`config.mk`:
```
export PLATFORM = sky130hd
export DESIGN_NAME = mfi_div
export DESIGN_NICKNAME = d
export VERILOG_FILES = /design/src/design/mfi_pkg.sv /design/src/design/mfi_div.sv
export SDC_FILE = /design/constraint.sdc
export NUM_CORES = 2
export LEC_CHECK = 0
export BUFFER_PORTS_ARGS = -buffer_cell sky130_fd_sc_hd__buf_2
export CORE_ASPECT_RATIO = 1.25
export CORE_UTILIZATION = 59
export DETAILED_ROUTE_END_ITERATION = 10
export HOLD_SLACK_MARGIN = 0.06
export PLACE_DENSITY = 0.74
export SETUP_SLACK_MARGIN = 0.4
export SLEW_MARGIN = 0
export SYNTH_ARGS = -nofsm -noshare
export SYNTH_HDL_FRONTEND = slang
export SYNTH_SLANG_ARGS = --single-unit
```
`constraint.sdc`:
```
create_clock -name clk -period 19.6 [get_ports clk]
set_input_delay 1.96 -clock clk [delete_from_list [all_inputs] [get_ports clk]]
set_output_delay 1.96 -clock clk [all_outputs]
set_load 0.005 [all_outputs]
```
`src/design/mfi_pkg.sv`:
```
// Shared constants and register codes for the money flow index block.
// No dependencies; imported by mfi_div, money_flow_index_window and the testbench.
package mfi_pkg;

	localparam int SUM_BITS   = 64;
	localparam int FS_BITS    = 7;
	localparam int WIN_BITS   = 9;
	localparam int SEEN_BITS  = 9;
	localparam int FRAC_BITS  = 17;
	localparam int RATIO_BITS = SUM_BITS + FS_BITS;
	localparam int DIV_STEPS  = 16;
	localparam int STEP_BITS  = 4;
	localparam int OUT_TDATA_BITS = ((FRAC_BITS + 7) / 8) * 8;

	localparam logic [WIN_BITS-1:0]  WIN_RESET  = 9'd14;
	localparam logic [FS_BITS-1:0]   FS_RESET   = 7'd100;
	localparam logic [FS_BITS-1:0]   MFI_SCALE  = 7'd100;
	localparam logic [SEEN_BITS-1:0] SEEN_MAX   = 9'd511;
	localparam logic [FRAC_BITS-1:0] FRAC_ONE   = 17'd65536;

	localparam int CFG_INDEX_BITS = 1;
	localparam int CFG_DATA_BITS  = WIN_BITS;
	localparam logic [CFG_INDEX_BITS-1:0] REG_WINDOW_LENGTH = 1'd0;
	localparam logic [CFG_INDEX_BITS-1:0] REG_FULL_SCALE    = 1'd1;

endpackage

```
`src/design/mfi_div.sv`:
```
// Ratio unit: 65536 * 100 * pos / ((pos + neg) * fs), clamped to 65536; zero when both sums are zero.
// Restoring division, one quotient bit per cycle. Uses mfi_pkg.
module mfi_div import mfi_pkg::*; (
	input  logic                 clk,
	input  logic                 arst_n,
	input  logic                 start,
	input  logic [SUM_BITS-1:0]  pos_sum,
	input  logic [SUM_BITS-1:0]  neg_sum,
	input  logic [FS_BITS-1:0]   full_scale,
	output logic                 done,
	output logic [FRAC_BITS-1:0] quotient
);

	typedef enum logic [3:0] {
		D_IDLE = 4'b0001,
		D_MUL  = 4'b0010,
		D_CHK  = 4'b0100,
		D_STEP = 4'b1000
	} div_state_t;

	div_state_t              state_q;
	logic [STEP_BITS-1:0]    step_q;
	logic                    done_q;
	logic [FRAC_BITS-1:0]    quot_q;
	logic [SUM_BITS-1:0]     pos_q;
	logic [SUM_BITS-1:0]     total_q;
	logic [FS_BITS-1:0]      fs_q;
	logic [RATIO_BITS-1:0]   num_q;
	logic [RATIO_BITS-1:0]   den_q;
	logic                    zero_q;
	logic [RATIO_BITS:0]     shifted;
	logic                    fits;

	assign shifted = {num_q, 1'b0};
	assign fits    = shifted >= {1'b0, den_q};

	always_ff @(posedge clk or negedge arst_n) begin
		if (!arst_n) begin
			state_q <= D_IDLE;
			step_q  <= '0;
			done_q  <= 1'b0;
		end else begin
			done_q <= 1'b0;
			unique case (state_q)
				D_IDLE: begin
					if (start) begin
						state_q <= D_MUL;
					end
				end
				D_MUL: begin
					state_q <= D_CHK;
				end
				D_CHK: begin
					step_q <= '0;
					if (zero_q || num_q >= den_q) begin
						state_q <= D_IDLE;
						done_q  <= 1'b1;
					end else begin
						state_q <= D_STEP;
					end
				end
				D_STEP: begin
					step_q <= step_q + 1'b1;
					if (step_q == STEP_BITS'(DIV_STEPS - 1)) begin
						state_q <= D_IDLE;
						done_q  <= 1'b1;
					end
				end
				default: begin
					state_q <= D_IDLE;
				end
			endcase
		end
	end

	always_ff @(posedge clk) begin
		unique case (state_q)
			D_IDLE: begin
				pos_q   <= pos_sum;
				total_q <= pos_sum + neg_sum;
				fs_q    <= (full_scale == '0) ? FS_BITS'(1) : full_scale;
			end
			D_MUL: begin
				num_q  <= RATIO_BITS'(pos_q) * RATIO_BITS'(MFI_SCALE);
				den_q  <= RATIO_BITS'(total_q) * RATIO_BITS'(fs_q);
				zero_q <= total_q == '0;
			end
			D_CHK: begin
				if (zero_q) begin
					quot_q <= '0;
				end else if (num_q >= den_q) begin
					quot_q <= FRAC_ONE;
				end else begin
					quot_q <= '0;
				end
			end
			D_STEP: begin
				// The remainder stays below the divisor, so the shifted value fits.
				if (fits) begin
					num_q <= RATIO_BITS'(shifted - {1'b0, den_q});
				end else begin
					num_q <= shifted[RATIO_BITS-1:0];
				end
				quot_q <= {quot_q[FRAC_BITS-2:0], fits};
			end
			default: begin
				quot_q <= quot_q;
			end
		endcase
	end

	assign done     = done_q;
	assign quotient = quot_q;

endmodule

```
==> flow_metrics.py <==
metrics = {
    "global_routing": {
        "gr-usage-all-layers_pct": 30.7,
        "grt_max_degree": 84,
        "grt_overflow_total": 0,
        "grt_pass1_wl_um": 177000,
        "grt_pass1_vias": 33800,
        "antenna_found_initial": 2,
    },
    "route": {
        "drt_iter0_markers": 3003,
        "wl_per_cell_um": 19.2,
        "routed_wl_um": 110000,
        "ant_nets": 0,
        "vias": 34000,
        "drt_pass1_iterations": 6,
        "vias_per_cell": 5.92,
        "drc_errors": 0,
    },
    "final_layout": {
        "diodes": 0,
        "post-route-util_pct": 63.2,
        "nets": 5783,
        "nFillCells": 5978,
        "drive_gt1_share_pct": 5.41,
        "area_growth_pct": 5.83,
    },
    "floorplan": {
        "die_area_um2": 72700,
        "fp.dieW_um": 241,
        "die_y_um": 301,
        "start_util_pct": 59.7,
        "num_rows": 109,
        "ios": 156,
        "core-area_um2": 70800,
    },
    "worst_setup_path": {
        "cp-start-kind": "flop",
        "critPathArrivalTime_ns": 6.96,
        "path_class": "reg -> reg",
        "path_cells": "buf_4, and2_1, fa_1, fa_1, fa_1, inv_1, fa_1, inv_1, ha_1, a21oi_1, o21ai_0, a211oi_1, nor2_1, o31a_1, a21oi_1, o31ai_1, a2111oi_2, o211ai_1, a41oi_1, xnor2_1",
        "required_ns": 19.92,
        "cp_slowest_cell": "o31ai_1",
        "slowest_delay_ns": 0.67,
        "worst_path_most_repeated_cell": "fa_1",
        "endpoint_kind": "flop",
        "worstPathMaxFanout": 64,
    },
    "clock_network": {
        "insertion_delay_ns": 0.58,
        "cts_buffer_depth": 3,
        "cts_tree": "yes",
        "path_clk_slew_ns": 0.06,
        "post_cts_buffers": 0,
        "cts_root_buffer": "clkbuf_16",
        "cts_made_buffers": 35,
        "htreeDepth": 2,
        "cts_resized": 0,
        "hold_buffers": 0,
        "cts.sinks": 304,
    },
    "run_status": {
        "status": "complete, no violations",
    },
    "logic_synthesis": {
        "ys_seq_area_share_pct": 21.5,
        "ys_ff_latch": 304,
        "synth_cell_types": 81,
        "yosysTopAreaCellShare_pct": 21.0,
        "yosys-top-cells-area": "edfxtp_1 (21%), fa_1 (18%), ha_1 (15%)",
        "synth_ff_type": "edfxtp_1",
        "synthesis.area_um2": 42300,
        "syn_avg_cell_area_um2": 8.87,
        "synth_edf_count": 295,
        "ys.warnings.count": 0,
        "synth_top_cell_by_area": "edfxtp_1",
        "syn_nets": 5766,
        "synth-async-reset-ratio_pct": 2.96,
        "synth_cells": 4766,
    },
    "sta": {
        "period_share_pct": 33.8,
        "clock_skew_ns": 0.0270,
        "finalHoldViolCount": 0,
        "tns_ns": 0,
        "fmax_mhz": 151,
        "slew-limit-headroom_pct": 24.9,
        "drv_slew": 0,
        "period_needed_ns": 6.63,
        "tightest_slew_ns": 1.10,
        "finalSetupViolations": 0,
        "rsz0062_at_grt": "no",
    },
    "run": {
        "drv_cap": 0,
    },
    "placed_design": {
        "hpwl_um": 88400,
        "io_buffer_count": 155,
        "place_congestion": 0.948,
    },
    "hold_path": {
        "hp-class": "reg -> reg",
    },
}
kinds of logic (layout without fill, tap and decap cells):
kind of cell / Yosys count / in the layout / share of synthesized area (%)
AOI/OAI and AO/OA: 1123 / 1123 / 16.7
xor gates and xnor gates: 242 / 242 / 5.01
adders and majority gates: 862 / 862 / 32.1
buffers and inverters: 895 / 936 / 8.07
DFF: 304 / 304 / 21.5
muxes: 9 / 9 / 0.222
and+or+nand+nor: 1331 / 1331 / 16.4
stage by stage:
step	area, µm²	instances	setup slack [ns]	hold WS [ns]
2_1_floorplan	42300	4766	3.98	0.450
3_3_place_gp	43600	5689	13.00	0.482
3_5_place_dp	43600	5689	12.97	0.487
4_1_cts	44700	5750	12.96	0.494
5_1_grt	44700	5750	12.53	0.548
6_report	44700	5750	12.97	0.489
sequential cells by signal, indices dropped and copies added (netlist names):
register / count
den_q: 71
done: 1
fs_q: 7
num_q: 71
pos_q: 64
quotient: 17
state_q: 4
step_q: 4
total_q: 64
zero_q: 1
layer usage:
metal	vias up	wire (µm)	track usage, %
met5	-	0	0
met4	0	3800	10.3
met3	199	7230	4.48
met2	1196	50000	49.0
met1	16400	49100	42.8
li1	16300	-	-
final timing paths:
kind                       startpoint  cells after the start         end  slack [ns]
max in group asynchronous      arst_n                      1  state_q[0]       18.13
setup / recovery              fs_q[4]                     20   den_q[64]       12.97
min in group asynchronous      arst_n                      1  state_q[1]        1.22
hold / removal              step_q[3]                      1   step_q[3]        0.49
hold reg to reg             step_q[3]                      1   step_q[3]        0.49
setup reg to reg              fs_q[4]                     20   den_q[64]       12.97
cell usage after synthesis, types with 8 or more instances:
library cell,number
inv_1,703
ha_1,492
and2_1,389
a21oi_1,387
fa_1,370
nand2_1,318
edfxtp_1,295
nor2_1,202
o21ai_0,197
clkbuf_1,164
a21o_1,152
xnor2_1,150
nand4_1,100
xor2_1,92
o21bai_1,70
a211oi_1,68
nor3_1,66
nand3_1,65
nand2b_1,38
nor2b_1,37
o21a_1,37
nor4_1,32
and3_1,29
a31oi_1,28
o211ai_1,27
buf_2,19
or3_1,19
a21boi_0,16
o21ai_1,15
a41oi_1,12
o31ai_1,12
a221oi_1,9
dfrtp_1,8
o31a_1,8
cell usage in the layout (no fill, tap or decap), types with 19 or more instances in the layout:
cell type and n:
inv_1 703, ha_1 492, and2_1 389, a21oi_1 387
fa_1 370, nand2_1 318, edfxtp_1 295, nor2_1 202
o21ai_0 197, buf_2 155, a21o_1 152, xnor2_1 150
nand4_1 100, xor2_1 92, o21bai_1 70, a211oi_1 68
nor3_1 66, nand3_1 65, o21a_1 37, nor2b_1 37
nand2b_1 37, clkbuf_16 36, nor4_1 32, and3_1 29
a31oi_1 28, o211ai_1 27, or3_1 19
area by class of cell:
class                      instances  area, µm²  share of cell area (%)
sequential                       304       9080                    20.3
inverter                         703       2640                    5.90
multi-input combinational       3567      29800                    66.6
clock inverter                    20        203                   0.453
clock buffer                      41        920                    2.06
timing repair buffer             172        903                    2.02
tap                              943       1180                    2.64
critical path, delay by kind of cell, from the launching register on:
| family | cells | cell delay (ns) |
|---|---|---|
| fa+ha+maj | 5 | 2.55 |
| compound gates | 9 | 2.32 |
| buf+inv | 3 | 0.59 |
| simple gates | 2 | 0.39 |
| flops | 1 | 0.32 |
| xor+xnor | 1 | 0.16 |
Power is not shown: default switching activity piles up to over one toggle a cycle in this logic, so the estimate is an artifact.
